**src/design/swept_aabb_collision_defines.svh**
```systemverilog
// Assertion macros used by the block's top-level RTL.
`ifndef SWEPT_AABB_COLLISION_DEFINES_SVH
`define SWEPT_AABB_COLLISION_DEFINES_SVH
`ifndef SYNTHESIS
// same-cycle implication
`define SAC_ASSERT_IMP(label, clk, rst_n, ante, cons, msg) \
  label: assert property (@(posedge clk) disable iff (!rst_n) (ante) |-> (cons)) \
    else $error(msg);
// next-cycle implication
`define SAC_ASSERT_NXT(label, clk, rst_n, ante, cons, msg) \
  label: assert property (@(posedge clk) disable iff (!rst_n) (ante) |=> (cons)) \
    else $error(msg);
`else
`define SAC_ASSERT_IMP(label, clk, rst_n, ante, cons, msg)
`define SAC_ASSERT_NXT(label, clk, rst_n, ante, cons, msg)
`endif
`endif

```
**src/design/sac_pkg.sv**
```systemverilog
`default_nettype none
package sac_pkg;
  localparam int COORD_BITS_DEF     = 16;
  localparam int MOVE_FRAC_BITS_DEF = 8;
  localparam int TIME_FRAC_BITS_DEF = 16;
  localparam int MOVE_BITS          = 24;

  localparam logic [1:0] NORM_NONE = 2'b00;
  localparam logic [1:0] NORM_POS  = 2'b01;
  localparam logic [1:0] NORM_NEG  = 2'b11;

  // per-beat flags carried alongside the dividers
  typedef struct packed {
    logic rej;      // broad-phase miss or no motion
    logic dx_zero;
    logic dy_zero;
    logic dx_pos;
    logic dy_pos;
  } sb_t;
endpackage
`default_nettype wire

```
**src/design/sac_div.sv**
```systemverilog
`default_nettype none
module sac_div
  import sac_pkg::*;
#(
  parameter int COORD_BITS     = COORD_BITS_DEF,
  parameter int MOVE_FRAC_BITS = MOVE_FRAC_BITS_DEF,
  parameter int TIME_FRAC_BITS = TIME_FRAC_BITS_DEF
) (
  input  wire logic                                  clk,
  input  wire logic [TIME_FRAC_BITS+3:0]             en,
  input  wire logic [COORD_BITS+MOVE_FRAC_BITS:0]    an,
  input  wire logic [MOVE_BITS-1:0]                  ad,
  input  wire logic                                  neg,
  output logic signed [TIME_FRAC_BITS+4:0]           t_r
);
  localparam int AN_W = COORD_BITS + 1 + MOVE_FRAC_BITS;
  localparam int D_W  = MOVE_BITS + 2;
  localparam int R_W  = ((AN_W > D_W) ? AN_W : D_W) + 1;
  localparam int QB   = TIME_FRAC_BITS + 2;
  localparam int T_W  = TIME_FRAC_BITS + 5;
  localparam logic [QB:0] LIM = {1'b1, {QB{1'b0}}};

  logic [R_W-1:0] r_r   [0:QB];
  logic [D_W-1:0] d_r   [0:QB];
  logic [QB-1:0]  q_r   [0:QB];
  logic           sat_r [0:QB];
  logic           neg_r [0:QB];

  logic [D_W-1:0]        d_in;
  logic [QB:0]           mag_nxt;
  logic signed [T_W-1:0] ms_nxt;

  assign d_in = {ad, 2'b00};

  always_ff @(posedge clk) begin
    if (en[0]) begin
      r_r[0]   <= R_W'(an);
      d_r[0]   <= d_in;
      q_r[0]   <= '0;
      sat_r[0] <= R_W'(an) >= R_W'(d_in);
      neg_r[0] <= neg;
    end
  end

  // one restoring step per stage, divisor held as 4*|d|
  for (genvar j = 1; j <= QB; j++) begin : g_step
    logic [R_W-1:0] sh;
    logic           ge;
    assign sh = {r_r[j-1][R_W-2:0], 1'b0};
    assign ge = sh >= R_W'(d_r[j-1]);
    always_ff @(posedge clk) begin
      if (en[j]) begin
        r_r[j]   <= ge ? sh - R_W'(d_r[j-1]) : sh;
        d_r[j]   <= d_r[j-1];
        q_r[j]   <= {q_r[j-1][QB-2:0], ge};
        sat_r[j] <= sat_r[j-1];
        neg_r[j] <= neg_r[j-1];
      end
    end
  end

  // floor on negative quotients: bump magnitude when inexact
  assign mag_nxt = sat_r[QB] ? LIM :
                   ({1'b0, q_r[QB]} + (QB+1)'(neg_r[QB] && (r_r[QB] != '0)));
  assign ms_nxt  = $signed(T_W'(mag_nxt));

  always_ff @(posedge clk) begin
    if (en[QB+1]) begin
      t_r <= neg_r[QB] ? -ms_nxt : ms_nxt;
    end
  end
endmodule
`default_nettype wire

```
**config.mk**
```make
export PLATFORM = sky130hd
export DESIGN_NAME = sac_div
export DESIGN_NICKNAME = d
export VERILOG_FILES = /design/src/design/swept_aabb_collision_defines.svh /design/src/design/sac_pkg.sv /design/src/design/sac_div.sv
export SDC_FILE = /design/constraint.sdc
export NUM_CORES = 2
export LEC_CHECK = 0
export ABC_AREA = 1
export BUFFER_PORTS_ARGS = -buffer_cell sky130_fd_sc_hd__buf_2
export CORE_MARGIN = 4
export CORE_UTILIZATION = 60
export CTS_BUF_LIST = sky130_fd_sc_hd__clkbuf_2
export CTS_CLUSTER_SIZE = 40
export DETAILED_ROUTE_END_ITERATION = 7
export PLACE_DENSITY = 0.83
export SKIP_LAST_GASP = 1
export SLEW_MARGIN = 40
export SYNTH_ARGS = -nofsm -noshare
export SYNTH_HDL_FRONTEND = slang
export SYNTH_SLANG_ARGS = --single-unit
```
**constraint.sdc**
```tcl
create_clock -name clk -period 7.72 [get_ports clk]
set_input_delay 0.772 -clock clk [delete_from_list [all_inputs] [get_ports clk]]
set_output_delay 0.772 -clock clk [all_outputs]
set_load 0.02 [all_outputs]
```
==> key figures <==
Run status
  • Status: complete, no violations

Final layout
  • Multi-input gate area: 0.0281 mm2
  • Share of cells above drive strength 1: a little under 9%
  • Layout area overhead: 8.64%
  • Final nets: 8265
  • FF/Latch Area: 0.0337 mm2
  • Fill cell total of the finished layout: about 8900

Yosys
  • Seq/Total Area, Yosys: 50.6%
  • Gate Count Post-Synth: 7261
  • Synth top area cells: edfxtp_1 51%, nand2_1 9.4%, ha_1 8.6%, inv_1 6.1%, a21oi_1 3.9%
  • Synth Net Count: 7808
  • Post-Syn Area: 0.0666 mm2
  • Post-synth top flop: edfxtp_1
  • Most used standard cell by instance count after synthesis: nand2_1
  • EDFF count, synth: 1121
  • Synth Area per Inst: 9.17 um2
  • Post-synth top area share: 50.6%
  • Post-synth top cells: 1664 x nand2_1, 1121 x edfxtp_1, 1077 x inv_1
  • Synthesis Warnings: 0
  • Synthesis-stage register bit count: roughly 1100
  • Area leader, netlist: edfxtp_1
  • Number of distinct library cells after synthesis: 55
  • Asr flop ratio synth: 0%

Placement
  • DPL Wire Length: about 140000 um
  • Port Buffers: 91
  • GP Congestion: 0.996

Clocking
  • Clock Latency Late Sink: 1.65 ns
  • Cts repair resizes: 0
  • CTS root buf: clkbuf_2
  • Cts bufs inserted: around 300
  • Postcts setup bufs: 0
  • Htree depth: 5
  • TritonCTS sink count: between 1000 and 1500
  • Worst-path clk slew: 0.13 ns
  • CTS tree: built
  • Clk buf depth: 4

Global routing
  • GRT overflow: 0
  • Largest net degree at the start of global routing: 68
  • Initial antenna violation count: 14
  • Met2 usage: 51.0%
  • Met3 GRT Util: around 4.7%
  • Top Usage Layer GRT: met2
  • First-pass GRT wire length: 277000 um
  • GRT Resource Usage Total: a little under a third
  • Number of global-route vias before repair: 51644
  • GRT met1 Usage: 38.8%

Timing
  • Endpoints failing setup: 0
  • Maximum clock rate: 0.285 GHz
  • RSZ-0062 raised after global routing: no
  • Sum Neg Setup Slack: 0 ns
  • Final min period: 3.51 ns
  • Tcrit/Tclk final: a little under half
  • Worst slew pin tran: 1.14 ns
  • Final hold slack: 0.197 ns
  • Clk_skew: 0.155 ns
  • Slew margin rel.: 23.9%
  • Final Hold Vio Count: 0
  • Slew Viols, Final: 0

Worst setup path
  • Worst Path Arrival: ~4.8 ns
  • WS Path Type: reg2reg
  • CP Max Fanout: 7
  • CP startpoint kind: flop
  • Critical Path Sink Type: flop
  • Required @ worst endpoint: ~9.0 ns

Detailed routing
  • Via/cell ratio: approximately 5.6
  • Post-route ant nets: 0
  • Vias post-DR: 52990
  • WL/cell: 18.9 um
  • DRT iter0 DRCs: 4800
  • First-pass DRT Iterations: 6
  • Routed WL: between 150000 and 200000 um
  • DRC: 0

Power and ir drop
  • Cell Pwr Density: 383 mW/mm2
  • Max rail drop VDD: 0.000213 V
  • Leak: roughly 0.032 uW

Die
  • Rows: 121
  • Chip width: around 340 um
  • Starting Density: about three fifths
  • I/O pin count: 92
  • Die area: 0.116 mm2
  • DIE HEIGHT: 341 um
  • Core area: about 0.11 mm2

Min path
  • Hold Path Class: in2reg

Job
  • Max-Cap Viols: 0
==> report_power, final <==
group	total [uW]	internal [uW]	switching, uW
clock network	4150	1700	2450
registers	10000	8910	1110
logic	13500	4670	8860
==> what timing repair did <==
| action | 4_1_cts | 5_1_grt |
|---|---|---|
| hold buffers | 122 | 0 |
| endpoints found under the setup margin | 0 | 0 |
| endpoints found under the hold margin | 1172 | 0 |
==> layout make-up <==
| type | count | area share (%) |
|---|---|---|
| tap | 1476 | 2.55 |
| antenna | 17 | 0.0588 |
| multi-input combinational | 4960 | 38.9 |
| sequential | 1121 | 46.6 |
| clock buffer | 396 | 2.74 |
| inverter | 1101 | 5.72 |
| clock inverter | 102 | 0.893 |
| timing repair buffer | 231 | 2.56 |
==> critical path, stage by stage, from the launching register on <==
cell and delay (ns):
edfxtp_1 0.37, or4_1 0.56, nor4_1 0.28, a21oi_1 0.11, ha_1 0.29, ha_1 0.30
nand2_1 0.12, ha_1 0.18, inv_1 0.04, nor2_1 0.09, nand2_1 0.08, nor2_2 0.10
nand3_1 0.14, nor2_4 0.17, nand2_1 0.06, nand2_1 0.08, nand3_1 0.08, nand2_1 0.09
inv_1 0.04
==> metal layers <==
metal / wire length [um] / up-vias / share of wire (%)
met1: 73600 / 24477 / 41
li1: - / 25787 / -
met3: 11500 / 532 / 6.5
met5: 47 / - / 0.026
met2: 84300 / 2186 / 47
met4: 8460 / 8 / 4.8
==> final timing paths <==
path              start          end  slack [ns]  depth (start not counted)
max          r_r[18][9]      t_r[18]        4.21                         18
min              en[18]  r_r[18][13]        0.20                          2
max reg2reg  r_r[18][9]      t_r[18]        4.21                         18
min reg2reg    neg_r[9]    neg_r[10]        0.30                          0
==> stage by stage <==
stage                     power (uW)  instance area (um2)  setup slack [ns]  std cells  util (%)
after floorplan                19700                66600              4.71       7261         -
after global placement         23100                68300              4.20       8766      62.4
after detailed placement       23300                68400              4.24       8767      62.5
after CTS                      27600                72200              4.20       9387      66.0
after global routing           29800                72300              3.75       9403      66.1
final                          27700                72300              4.21       9404      66.1
==> cell usage in the layout, fill, tap and decap left out, types with 20 or more instances in the layout <==
| master | Yosys | final |
|---|---|---|
| inv_1 | 1077 | 1077 |
| o21bai_1 | 55 | 55 |
| a31oi_1 | 29 | 29 |
| nor2_1 | 519 | 519 |
| xnor2_1 | 177 | 177 |
| o21ai_1 | 213 | 213 |
| a21oi_1 | 518 | 518 |
| buf_2 | 22 | 89 |
| a21o_1 | 42 | 42 |
| nand3_1 | 389 | 389 |
| o21ai_2 | 35 | 35 |
| dlygate4sd3_1 | 0 | 122 |
| ha_1 | 458 | 458 |
| xor2_1 | 127 | 127 |
| o21ai_0 | 296 | 296 |
| edfxtp_1 | 1121 | 1121 |
| clkbuf_2 | 0 | 396 |
| nor4_1 | 27 | 27 |
| nand3_2 | 24 | 20 |
| nand4_1 | 101 | 101 |
| nor3_1 | 89 | 89 |
| inv_2 | 22 | 32 |
| clkinv_1 | 2 | 67 |
| nand2_1 | 1664 | 1664 |
==> registers in the layout, summed over array words and instances, names as in the netlist <==
name,cells
t_r,21
q_r,171
neg_r,19
d_r,432
r_r,459
sat_r,19
==> cells by family after synthesis <==
kind of cell,share of synthesized area (%)
compound gates,10.5
xor+xnor,4.00
fa+ha+maj,9.15
buf+inv,7.18
flops,50.6
simple gates,18.6
(Power assumes the default switching activity.)
