### src/design/swept_aabb_collision_defines.svh
// Assertion macros used by the block's top-level RTL.
`ifndef SWEPT_AABB_COLLISION_DEFINES_SVH
`define SWEPT_AABB_COLLISION_DEFINES_SVH
`ifndef SYNTHESIS
// same-cycle implication
`define SAC_ASSERT_IMP(label, clk, rst_n, ante, cons, msg) \
  label: assert property (@(posedge clk) disable iff (!rst_n) (ante) |-> (cons)) \
    else $error(msg);
// next-cycle implication
`define SAC_ASSERT_NXT(label, clk, rst_n, ante, cons, msg) \
  label: assert property (@(posedge clk) disable iff (!rst_n) (ante) |=> (cons)) \
    else $error(msg);
`else
`define SAC_ASSERT_IMP(label, clk, rst_n, ante, cons, msg)
`define SAC_ASSERT_NXT(label, clk, rst_n, ante, cons, msg)
`endif
`endif

### src/design/sac_pkg.sv
`default_nettype none
package sac_pkg;
  localparam int COORD_BITS_DEF     = 16;
  localparam int MOVE_FRAC_BITS_DEF = 8;
  localparam int TIME_FRAC_BITS_DEF = 16;
  localparam int MOVE_BITS          = 24;

  localparam logic [1:0] NORM_NONE = 2'b00;
  localparam logic [1:0] NORM_POS  = 2'b01;
  localparam logic [1:0] NORM_NEG  = 2'b11;

  // per-beat flags carried alongside the dividers
  typedef struct packed {
    logic rej;      // broad-phase miss or no motion
    logic dx_zero;
    logic dy_zero;
    logic dx_pos;
    logic dy_pos;
  } sb_t;
endpackage
`default_nettype wire

### src/design/sac_resolve.sv
`default_nettype none
module sac_resolve
  import sac_pkg::*;
#(
  parameter int TIME_FRAC_BITS = TIME_FRAC_BITS_DEF
) (
  input  wire logic                                  clk,
  input  wire logic [1:0]                            en,
  input  sb_t                                        sb,
  input  wire logic signed [TIME_FRAC_BITS+4:0]      txe,
  input  wire logic signed [TIME_FRAC_BITS+4:0]      txx,
  input  wire logic signed [TIME_FRAC_BITS+4:0]      tye,
  input  wire logic signed [TIME_FRAC_BITS+4:0]      tyx,
  output logic                                       hit_r,
  output logic [TIME_FRAC_BITS:0]                    entry_time_r,
  output logic [1:0]                                 normal_x_r,
  output logic [1:0]                                 normal_y_r
);
  localparam int T_W = TIME_FRAC_BITS + 5;
  localparam logic signed [T_W-1:0] INF  = {2'b01, {(TIME_FRAC_BITS+3){1'b0}}};
  localparam logic signed [T_W-1:0] ONE  = {5'b00001, {TIME_FRAC_BITS{1'b0}}};
  localparam logic signed [T_W-1:0] ZERO = '0;

  logic signed [T_W-1:0] xe, xx, ye, yx, tin_nxt, tout_nxt;
  logic signed [T_W-1:0] tin_r, tout_r;
  logic                  rej_r, xwin_r, dx_pos_r, dy_pos_r;
  logic                  xwin, hit_nxt;

  // still axis: enters at minus infinity, leaves at plus infinity
  assign xe = sb.dx_zero ? -INF : txe;
  assign xx = sb.dx_zero ?  INF : txx;
  assign ye = sb.dy_zero ? -INF : tye;
  assign yx = sb.dy_zero ?  INF : tyx;

  assign xwin     = xe > ye;
  assign tin_nxt  = xwin ? xe : ye;
  assign tout_nxt = (xx < yx) ? xx : yx;

  always_ff @(posedge clk) begin
    if (en[0]) begin
      rej_r    <= sb.rej || ((xe < ZERO) && (ye < ZERO)) || (xe > ONE) || (ye > ONE);
      tin_r    <= tin_nxt;
      tout_r   <= tout_nxt;
      xwin_r   <= xwin;
      dx_pos_r <= sb.dx_pos;
      dy_pos_r <= sb.dy_pos;
    end
  end

  assign hit_nxt = !rej_r && !(tin_r > tout_r);

  always_ff @(posedge clk) begin
    if (en[1]) begin
      hit_r        <= hit_nxt;
      entry_time_r <= hit_nxt ? tin_r[TIME_FRAC_BITS:0] : '0;
      normal_x_r   <= (hit_nxt && xwin_r) ? (dx_pos_r ? NORM_NEG : NORM_POS) : NORM_NONE;
      normal_y_r   <= (hit_nxt && !xwin_r) ? (dy_pos_r ? NORM_NEG : NORM_POS) : NORM_NONE;
    end
  end
endmodule
`default_nettype wire

### config.mk
export PLATFORM = sky130hd
export DESIGN_NAME = sac_resolve
export DESIGN_NICKNAME = d
export VERILOG_FILES = /design/src/design/swept_aabb_collision_defines.svh /design/src/design/sac_pkg.sv /design/src/design/sac_resolve.sv
export SDC_FILE = /design/constraint.sdc
export NUM_CORES = 1
export LEC_CHECK = 0
export BUFFER_PORTS_ARGS = -buffer_cell sky130_fd_sc_hd__buf_2
export CAP_MARGIN = 0
export CORE_ASPECT_RATIO = 2
export CORE_UTILIZATION = 55
export DETAILED_ROUTE_END_ITERATION = 10
export PLACE_DENSITY = 0.82
export SYNTH_ARGS = -nofsm -noshare
export SYNTH_HDL_FRONTEND = slang
export SYNTH_SLANG_ARGS = --single-unit
### constraint.sdc
create_clock -name clk -period 3.4 [get_ports clk]
set_clock_uncertainty 0.2 [all_clocks]
set_input_delay 0.17 -clock clk [delete_from_list [all_inputs] [get_ports clk]]
set_output_delay 0.17 -clock clk [all_outputs]
set_load 0.03 [all_outputs]
==> results.py <==
metrics = {
    "place": {
        "dpl.hpwl_mm": 10.2,
        "postPlaceCellArea_um2": 5590,
        "portBuffers": 113,
        "gp_congestion": 0.959,
    },
    "sta": {
        "clock.fmax_ghz": 0.330,
        "period_minus_slack_ns": 3.03,
        "fin_setup_tns_ns": 0,
        "hold_viol_final": 0,
        "finalMaxSlewViolations": 0,
        "slew-limit-headroom_pct": 31.4,
        "tightest_slew_ns": 1.03,
        "rsz0062_at_grt": "no",
        "setup_violations": 0,
        "post-route-period-util_pct": 89.1,
    },
    "worst_setup_path": {
        "cp_cell_sequence": "buf_2 -> buf_4 -> nand2b_1 -> inv_1 -> ha_1 -> a21o_1 -> a211o_1 -> o211ai_1 -> nand4b_1 -> mux2i_2 -> buf_4 -> mux2i_1",
        "path_class": "in -> reg",
        "crit_fanout": 27,
        "cp.buffers_inverters": 4,
        "required_ns": 3.35,
        "worst_setup_path_end_kind": "flip-flop",
        "crit_top_cell": "buf_4",
        "crit_family": "buffers and inverters",
        "cpMaxStageDelayCell": "buf_2",
        "critical_path_arrival_ns": 2.98,
        "max_stage_delay_ns": 0.33,
        "critPathLaunchType": "primary input",
    },
    "final_layout": {
        "final_common_cell": "buf_2",
        "final_cell_area_um2": 5920,
        "antenna_cells": 0,
        "final_nets": 752,
        "layout-drive-gt1-share_pct": 23.5,
        "final_cell_mix": "113 x buf_2, 68 x edfxtp_1, 63 x inv_1, 62 x ha_1, 53 x nand2_1",
        "seqCellArea_um2": 2040,
        "multi_input_area_um2": 2540,
        "fillers": 676,
        "area_growth_syn_to_layout_pct": 21.0,
        "post-route-util_pct": 68.4,
    },
    "status": {
        "outcome": "complete, but fails checks",
        "violations": "design-rule violations",
    },
    "synthesis": {
        "synth_seq_cells": 68,
        "netlist_instances": 479,
        "avgSynthCellArea_um2": 10.2,
        "ys_warn_count": 0,
        "synth_nets": 633,
        "synth_cell_type_count": 49,
        "synth-xor-area-share_pct": 0.179,
        "async_reset_ff_share_pct": 0,
        "ys_seq_area_share_pct": 41.7,
        "syn_area_um2": 4890,
        "synthMuxAreaShare_pct": 9.28,
        "yosys.area_share.simple_pct": 16.1,
        "synthFlopType": "edfxtp_1",
        "synth_fa_ha_area_share_pct": 15.9,
        "synth_enable_flop_cells": 68,
        "synth_top_family_by_area": "simple AND/OR/NAND/NOR gates",
        "synth_compound_area_share_pct": 10.5,
    },
    "hold_path": {
        "hold_class": "in -> reg",
    },
    "floorplan": {
        "ios": 114,
        "die_w_um": 68.7,
        "die_area_um2": 9300,
        "initial_utilization_pct": 56.6,
        "std_cell_rows": 48,
        "core_um2": 8650,
        "die_h_um": 135,
    },
    "route": {
        "wl_per_cell_um": 17.8,
        "vias": 4068,
        "antenna_left": 0,
        "viasPerCell": 5.79,
        "firstDrtPassIters": 7,
        "drcViolationCount": 1,
        "finalWirelength_mm": 12.5,
        "drt_iter0_drc": 203,
    },
    "global_routing": {
        "grt_usage_pct": 30.7,
        "antenna_found_initial": 0,
        "overflow": 0,
        "grt_pass1_vias": 4290,
        "grt_first_pass_wirelength_mm": 20.2,
        "grt_max_degree": 47,
    },
    "cts": {
        "cts_buffer_depth": 2,
        "cts_tree": "built",
        "cts.sinks": 68,
        "clk_latency_ns": 0.34,
        "htreeDepth": 3,
        "clk_pin_slew_ns": 0.05,
        "root_buffer": "clkbuf_16",
        "cts_made_buffers": 9,
    },
    "power_and_ir_drop": {
        "power_density_nw_per_um2": 462,
        "irDropWorstVdd_v": 0.000271,
        "p_leak_nw": 2.95,
        "power_mw": 2.73,
    },
    "flow_run": {
        "drv_cap": 0,
    },
}
## kinds of logic (layout without fill, tap and decap cells)
family                     Yosys count  count (layout)
and+or+nand+nor                    148             148
buffers and inverters               79             203
AOI/OAI and AO/OA                   77              77
DFF                                 68              68
adders and majority gates           62              62
muxes                               44              44
xor gates and xnor gates             1               1
## registers in the layout, indices dropped and copies added, names as in the netlist
signal	count
entry_time_r	17
hit_r	1
normal_x_r	2
dx_pos_r	1
dy_pos_r	1
xwin_r	1
rej_r	1
normal_y_r	2
tin_r	21
tout_r	21
## final timing paths
| check | cells after the start | start | slack [ns] | endpoint |
|---|---|---|---|---|
| worst max register to register | 7 | tin_r[18]$_DFFE_PP_ | 0.43 | entry_time_r[16]$_SDFFCE_PN0P_ |
| worst min-delay path | 3 | tyx[12] | 0.01 | tout_r[12]$_DFFE_PP_ |
| worst min register to register | 2 | dx_pos_r$_DFFE_PP_ | 0.40 | normal_x_r[1]$_SDFFCE_PN0P_ |
| worst max-delay path | 12 | sb[3] | 0.37 | tout_r[9]$_DFFE_PP_ |
## power breakdown
part           internal [mW]  switching (mW)  total, mW  leakage [nW]
clock network          0.563           0.346      0.909         0.139
logic                  0.295           0.426      0.720          2.14
registers               1.05          0.0497       1.10         0.676
total                   1.91           0.822       2.73          2.95
## final cells by class
type / count / share of cell area, %
multi-input cells: 332 / 42.9
flip-flops and latches: 68 / 34.5
repair buffers: 123 / 11.4
inverters: 64 / 4.10
clock buffers: 9 / 3.80
well taps: 100 / 2.11
clock inverters: 7 / 1.14
## per-stage QoR
step | instances | hold WS, ns | setup slack [ns]
floorplan | 479 | 0.0689 | 0.234
global placement | 683 | 0.147 | 0.191
detailed placement | 683 | 0.149 | 0.0853
CTS | 703 | 0.00289 | 0.400
global route | 703 | 0.0164 | 0.164
finish | 703 | 0.0147 | 0.371
## metal layers
layer,vias up,global-route usage (%),share of wire (%),routed length [um]
met5,-,0,0,0
met2,163,52.9,54,6760
li1,1950,-,-,-
met1,1888,29.1,32,4060
met4,0,26.0,9.0,1120
met3,67,6.48,4.7,592
## worst reg2reg max path: stages (launching register included)
cell      delay (ns)
edfxtp_1        0.48
ha_1            0.36
a21o_1          0.18
a21o_1          0.18
a221oi_1        0.30
o21ai_1         0.17
o32a_1          0.63
a21boi_0        0.30
## synthesized netlist by cell type (2+ instances only)
cell | number | share of area, %
a211o_1 | 2 | 0.36
a211oi_1 | 2 | 0.31
a21boi_0 | 14 | 2.1
a21boi_1 | 4 | 0.61
a21o_1 | 6 | 0.92
a21oi_1 | 25 | 2.6
a31oi_1 | 2 | 0.26
and3_1 | 3 | 0.38
and4_1 | 3 | 0.54
buf_2 | 2 | 0.20
clkbuf_1 | 11 | 0.84
edfxtp_1 | 68 | 42
ha_1 | 62 | 16
inv_1 | 63 | 4.8
mux2i_1 | 42 | 8.6
nand2_1 | 53 | 4.1
nand2b_1 | 41 | 5.2
nand3_1 | 6 | 0.61
nand4_1 | 5 | 0.64
nor2_1 | 13 | 1.0
nor2b_1 | 4 | 0.51
nor3_1 | 2 | 0.20
nor4_1 | 11 | 1.4
o211ai_1 | 4 | 0.61
o21ai_0 | 6 | 0.61
o221ai_1 | 2 | 0.36
## timing repair
action                     4_1_cts  5_1_grt
gates resized for setup          0        0
hold buffers                     4        0
hold endpoints to repair         3        0
setup buffers                    0        0
setup endpoints to repair        0        0
(Power assumes the default switching activity.)
