File: src/design/swept_aabb_collision_defines.svh
// Assertion macros used by the block's top-level RTL.
`ifndef SWEPT_AABB_COLLISION_DEFINES_SVH
`define SWEPT_AABB_COLLISION_DEFINES_SVH
`ifndef SYNTHESIS
// same-cycle implication
`define SAC_ASSERT_IMP(label, clk, rst_n, ante, cons, msg) \
  label: assert property (@(posedge clk) disable iff (!rst_n) (ante) |-> (cons)) \
    else $error(msg);
// next-cycle implication
`define SAC_ASSERT_NXT(label, clk, rst_n, ante, cons, msg) \
  label: assert property (@(posedge clk) disable iff (!rst_n) (ante) |=> (cons)) \
    else $error(msg);
`else
`define SAC_ASSERT_IMP(label, clk, rst_n, ante, cons, msg)
`define SAC_ASSERT_NXT(label, clk, rst_n, ante, cons, msg)
`endif
`endif

File: src/design/sac_pkg.sv
`default_nettype none
package sac_pkg;
  localparam int COORD_BITS_DEF     = 16;
  localparam int MOVE_FRAC_BITS_DEF = 8;
  localparam int TIME_FRAC_BITS_DEF = 16;
  localparam int MOVE_BITS          = 24;

  localparam logic [1:0] NORM_NONE = 2'b00;
  localparam logic [1:0] NORM_POS  = 2'b01;
  localparam logic [1:0] NORM_NEG  = 2'b11;

  // per-beat flags carried alongside the dividers
  typedef struct packed {
    logic rej;      // broad-phase miss or no motion
    logic dx_zero;
    logic dy_zero;
    logic dx_pos;
    logic dy_pos;
  } sb_t;
endpackage
`default_nettype wire

File: src/design/sac_front.sv
`default_nettype none
module sac_front
  import sac_pkg::*;
#(
  parameter int COORD_BITS     = COORD_BITS_DEF,
  parameter int MOVE_FRAC_BITS = MOVE_FRAC_BITS_DEF
) (
  input  wire logic                                    clk,
  input  wire logic                                    en,
  input  wire logic signed [COORD_BITS-1:0]            mover_left,
  input  wire logic signed [COORD_BITS-1:0]            mover_top,
  input  wire logic signed [COORD_BITS-1:0]            mover_right,
  input  wire logic signed [COORD_BITS-1:0]            mover_bottom,
  input  wire logic signed [MOVE_BITS-1:0]             move_x,
  input  wire logic signed [MOVE_BITS-1:0]             move_y,
  input  wire logic signed [COORD_BITS-1:0]            still_left,
  input  wire logic signed [COORD_BITS-1:0]            still_top,
  input  wire logic signed [COORD_BITS-1:0]            still_right,
  input  wire logic signed [COORD_BITS-1:0]            still_bottom,
  output sb_t                                          sb_r,
  output logic [COORD_BITS+MOVE_FRAC_BITS:0]           an_xe_r,
  output logic [COORD_BITS+MOVE_FRAC_BITS:0]           an_xx_r,
  output logic [COORD_BITS+MOVE_FRAC_BITS:0]           an_ye_r,
  output logic [COORD_BITS+MOVE_FRAC_BITS:0]           an_yx_r,
  output logic                                         neg_xe_r,
  output logic                                         neg_xx_r,
  output logic                                         neg_ye_r,
  output logic                                         neg_yx_r,
  output logic [MOVE_BITS-1:0]                         ad_x_r,
  output logic [MOVE_BITS-1:0]                         ad_y_r
);
  localparam int AN_W = COORD_BITS + 1 + MOVE_FRAC_BITS;
  localparam int SW   = ((COORD_BITS + MOVE_FRAC_BITS > MOVE_BITS) ?
                         COORD_BITS + MOVE_FRAC_BITS : MOVE_BITS) + 2;
  localparam int NW   = COORD_BITS + 1;
  localparam logic signed [SW-1:0] SZERO = '0;

  logic signed [SW-1:0] mls, mts, mrs, mbs, sls, sts, srs, sbs, dxe, dye;
  logic signed [SW-1:0] bl, bt, br, bb;
  logic                 dx_pos, dy_pos, dx_neg, dy_neg, dx_zero, dy_zero, broad;
  logic signed [NW-1:0] nxa, nxb, nya, nyb, nxe, nxx, nye, nyx;
  logic [NW-1:0]        axe, axx, aye, ayx;

  assign mls = SW'(mover_left)   <<< MOVE_FRAC_BITS;
  assign mts = SW'(mover_top)    <<< MOVE_FRAC_BITS;
  assign mrs = SW'(mover_right)  <<< MOVE_FRAC_BITS;
  assign mbs = SW'(mover_bottom) <<< MOVE_FRAC_BITS;
  assign sls = SW'(still_left)   <<< MOVE_FRAC_BITS;
  assign sts = SW'(still_top)    <<< MOVE_FRAC_BITS;
  assign srs = SW'(still_right)  <<< MOVE_FRAC_BITS;
  assign sbs = SW'(still_bottom) <<< MOVE_FRAC_BITS;
  assign dxe = SW'(move_x);
  assign dye = SW'(move_y);

  assign dx_neg  = move_x[MOVE_BITS-1];
  assign dy_neg  = move_y[MOVE_BITS-1];
  assign dx_zero = (move_x == '0);
  assign dy_zero = (move_y == '0);
  assign dx_pos  = !dx_neg && !dx_zero;
  assign dy_pos  = !dy_neg && !dy_zero;

  // swept box
  assign bl = mls + (dx_pos ? SZERO : dxe);
  assign br = mrs + (dx_pos ? dxe : SZERO);
  assign bt = mts + (dy_pos ? SZERO : dye);
  assign bb = mbs + (dy_pos ? dye : SZERO);
  assign broad = (br < sls) || (bl > srs) || (bb < sts) || (bt > sbs);

  assign nxa = NW'(still_left)  - NW'(mover_right);
  assign nxb = NW'(still_right) - NW'(mover_left);
  assign nya = NW'(still_top)    - NW'(mover_bottom);
  assign nyb = NW'(still_bottom) - NW'(mover_top);
  assign nxe = dx_pos ? nxa : nxb;
  assign nxx = dx_pos ? nxb : nxa;
  assign nye = dy_pos ? nya : nyb;
  assign nyx = dy_pos ? nyb : nya;

  assign axe = nxe[NW-1] ? NW'(-nxe) : NW'(nxe);
  assign axx = nxx[NW-1] ? NW'(-nxx) : NW'(nxx);
  assign aye = nye[NW-1] ? NW'(-nye) : NW'(nye);
  assign ayx = nyx[NW-1] ? NW'(-nyx) : NW'(nyx);

  always_ff @(posedge clk) begin
    if (en) begin
      sb_r.rej     <= broad || (dx_zero && dy_zero);
      sb_r.dx_zero <= dx_zero;
      sb_r.dy_zero <= dy_zero;
      sb_r.dx_pos  <= dx_pos;
      sb_r.dy_pos  <= dy_pos;
      an_xe_r  <= AN_W'(axe) << MOVE_FRAC_BITS;
      an_xx_r  <= AN_W'(axx) << MOVE_FRAC_BITS;
      an_ye_r  <= AN_W'(aye) << MOVE_FRAC_BITS;
      an_yx_r  <= AN_W'(ayx) << MOVE_FRAC_BITS;
      neg_xe_r <= nxe[NW-1] ^ dx_neg;
      neg_xx_r <= nxx[NW-1] ^ dx_neg;
      neg_ye_r <= nye[NW-1] ^ dy_neg;
      neg_yx_r <= nyx[NW-1] ^ dy_neg;
      ad_x_r   <= dx_neg ? MOVE_BITS'(-move_x) : MOVE_BITS'(move_x);
      ad_y_r   <= dy_neg ? MOVE_BITS'(-move_y) : MOVE_BITS'(move_y);
    end
  end
endmodule
`default_nettype wire

File: config.mk
export PLATFORM = sky130hd
export DESIGN_NAME = sac_front
export DESIGN_NICKNAME = d
export VERILOG_FILES = /design/src/design/swept_aabb_collision_defines.svh /design/src/design/sac_pkg.sv /design/src/design/sac_front.sv
export SDC_FILE = /design/constraint.sdc
export NUM_CORES = 1
export LEC_CHECK = 0
export BUFFER_PORTS_ARGS = -buffer_cell sky130_fd_sc_hd__buf_2
export CORE_ASPECT_RATIO = 0.6
export CORE_UTILIZATION = 50
export CTS_BUF_LIST = sky130_fd_sc_hd__clkbuf_8 sky130_fd_sc_hd__clkbuf_16
export CTS_CLUSTER_SIZE = 30
export DETAILED_ROUTE_END_ITERATION = 10
export PLACE_DENSITY_LB_ADDON = 0.05
export SLEW_MARGIN = 20
export SYNTH_ARGS = -nofsm -noshare
export SYNTH_HDL_FRONTEND = slang
export SYNTH_SLANG_ARGS = --single-unit
File: constraint.sdc
create_clock -name clk -period 19 [get_ports clk]
set_input_delay 3.8 -clock clk [delete_from_list [all_inputs] [get_ports clk]]
set_output_delay 3.8 -clock clk [all_outputs]
set_load 0.01 [all_outputs]
==> impl_metrics.toml <==
[run_status]
status = "finished, final reports clean"

[placed_design]
gp_congestion = 0.988
pre_cts_slack_ps = 8720
port_buffers = 302
dp_hpwl_um = 39400

[grt]
grt_pass1_vias = 12666
gr-total-overflow = 0
grt_max_degree = 71
grt_pass1_wl_um = 71800
grt_usage = 0.291
antenna_found_initial = 8

[yosys]
netlist_instances = 1823
synth_cell_type_count = 85
synth_ff_type = "edfxtp_1"
yosysMostFrequentCell = "ha_1"
yosys-top-cells-area = "edfxtp_1 24%, ha_1 16%, xnor2_1 8.2%"
syn-mean-instance-area_um2 = 8.53
synth.largest_area_cell = "edfxtp_1"
yosysTopAreaCellShare = 0.241
ys_warn_count = 0
ys_seq_elements = 125
synth_edf_count = 125
async_flop_share = 0
synthTopCellsByCount = "204 x ha_1, 199 x inv_1, 146 x xnor2_1"
synth_area_um2 = 15600
seq_area_frac_synth = 0.241

[sta]
fin_crit_ps = 9970
slew_headroom = 0.287
fin_crit_sh = 0.525
hold_viol = 0
setup_tns_ps = 0
fmax_ghz = 0.100
final_max_slew_viol_count = 0
worst_slew_pin_slew_ps = 1040
finalSetupViolCount = 0
grt_setup_unrepaired = "false"
fin_ws_ps = 9030

[route]
post_drt_via_cell_ratio = 5.62
vias = 14309
drc_errors = 0
ant_nets = 0
wl_per_cell_um = 18.6
wl_um = 47400
detail_route.iter0.violations = 1304
drt_first_pass_iters = 5

[power]
power_w = 0.00130
leakage_nw = 8.41
power_density_nw_per_um2 = 72.2
vdd_drop_max_mv = 0.0504

[worst_setup_path]
critPathTopFamily = "compound AO/OA/AOI/OAI gates"
cpMaxStageDelayCell = "or4_1"
crit_top_cell = "o21bai_1"
critPathMaxStageDelay_ps = 590
endpoint_kind = "register"
required_ps = 19180
startpoint_type = "input pin"
crit_buf_inv = 4
cp_max_fo = 52
crit_type = "in -> reg"
worstPathArrival_ps = 10150

[clock_network]
ctsResizeCount = 0
clk_pin_slew_ps = 70
cts.sinks = 125
cts_setup_buffers = 0
postCtsHoldBufs = 0
cts_made_buffers = 17
clockBufferDepth = 2
cts_tree = "yes"
cts_max_level = 4
root_buffer = "clkbuf_16"

[floorplan]
top_level_ports = 335
die_x_um = 230
die_h_um = 139
core-area_um2 = 30300
die_area_um2 = 31800
start_util = 0.514
fp-row-count = 49

[cells_and_area]
drive_gt1_frac = 0.175
syn_to_final_growth_pct = 15.4
fin_nets = 2504

[job]
drv_cap = 0

[min_path]
hold_path_class = "in -> reg"
[metrics by stage]
stage / hold slack [ps] / utilization / cells / instance area (µm²)
after floorplan: 3900 / - / 1856 / 15700
after global placement: 4000 / 0.573 / 2503 / 17300
after detailed placement: 4010 / 0.573 / 2503 / 17300
after CTS: 3540 / 0.592 / 2535 / 17900
after global routing: 3560 / 0.593 / 2543 / 17900
final: 3560 / 0.593 / 2544 / 18000
[power by group]
group | switching, W | leakage (nW) | internal, W
Clock | 0.000142 | 0.283 | 0.000185
Sequential | 0.0000125 | 1.22 | 0.000368
Combinational | 0.000348 | 6.90 | 0.000240
[cell families (layout without fill, tap and decap cells)]
| family | after synthesis | in the layout | share of synthesized area |
|---|---|---|---|
| and+or+nand+nor | 485 | 485 | 0.163 |
| other | 1 | 43 | 0.000241 |
| DFF | 125 | 125 | 0.241 |
| muxes | 48 | 48 | 0.0312 |
| buffers and inverters | 272 | 543 | 0.0752 |
| adders and majority gates | 212 | 212 | 0.174 |
| AOI/OAI and AO/OA | 483 | 483 | 0.204 |
| xor gates and xnor gates | 197 | 197 | 0.111 |
[metal layers]
metal	global-route usage	up-vias	wire length, µm	share of wire
met1	0.487	6589	25000	0.53
li1	-	7109	-	-
met4	0.0613	0	490	0.010
met2	0.368	576	17700	0.37
met3	0.0572	35	4190	0.088
met5	0	-	0	0
[cell type report]
class	instances	area (µm²)
fillers	2756	12300
multi-input cells	1459	10800
flip-flops and latches	125	3750
repair buffers	310	1570
inverters	201	757
well taps	408	510
clock buffers	17	425
clock inverters	15	154
diodes	9	22.5
[final timing paths]
| path | startpoint | end | cells past startpoint |
|---|---|---|---|
| setup / recovery | move_x[9] | sb_r[4] | 26 |
| hold / removal | move_x[0] | ad_x_r[0] | 1 |
[state kept, by name, summed over array words and instances, names as in the netlist]
| signal | cells |
|---|---|
| ad_x_r | 24 |
| ad_y_r | 24 |
| an_xe_r | 17 |
| an_xx_r | 17 |
| an_ye_r | 17 |
| an_yx_r | 17 |
| neg_xe_r | 1 |
| neg_xx_r | 1 |
| neg_ye_r | 1 |
| neg_yx_r | 1 |
| sb_r | 5 |
[cell usage in the layout (no fill, tap or decap), types with 13 or more instances in the layout]
cell       netlist  layout
o31ai_1         21      21
o21bai_1        31      31
nor3_1          44      44
and2_1          40      40
a31oi_1         19      19
edfxtp_1       125     125
o21a_1          30      30
inv_1          199     199
ha_1           204     204
buf_2            6     301
conb_1           1      34
clkbuf_16        0      17
nand2_1         90      90
nand3_1         19      19
nor2b_1         58      58
o21ai_0        103     103
nor2_1         112     112
a211oi_1        25      25
a21o_1          38      38
xor2_1          51      51
xnor2_1        146     146
a21oi_1        122     122
nand4_1         16      16
mux2i_1         44      44
or3_1           18      18
nand2b_1        23      23
and3_1          13      13
No activity file was read; power rests on OpenSTA's default activity.
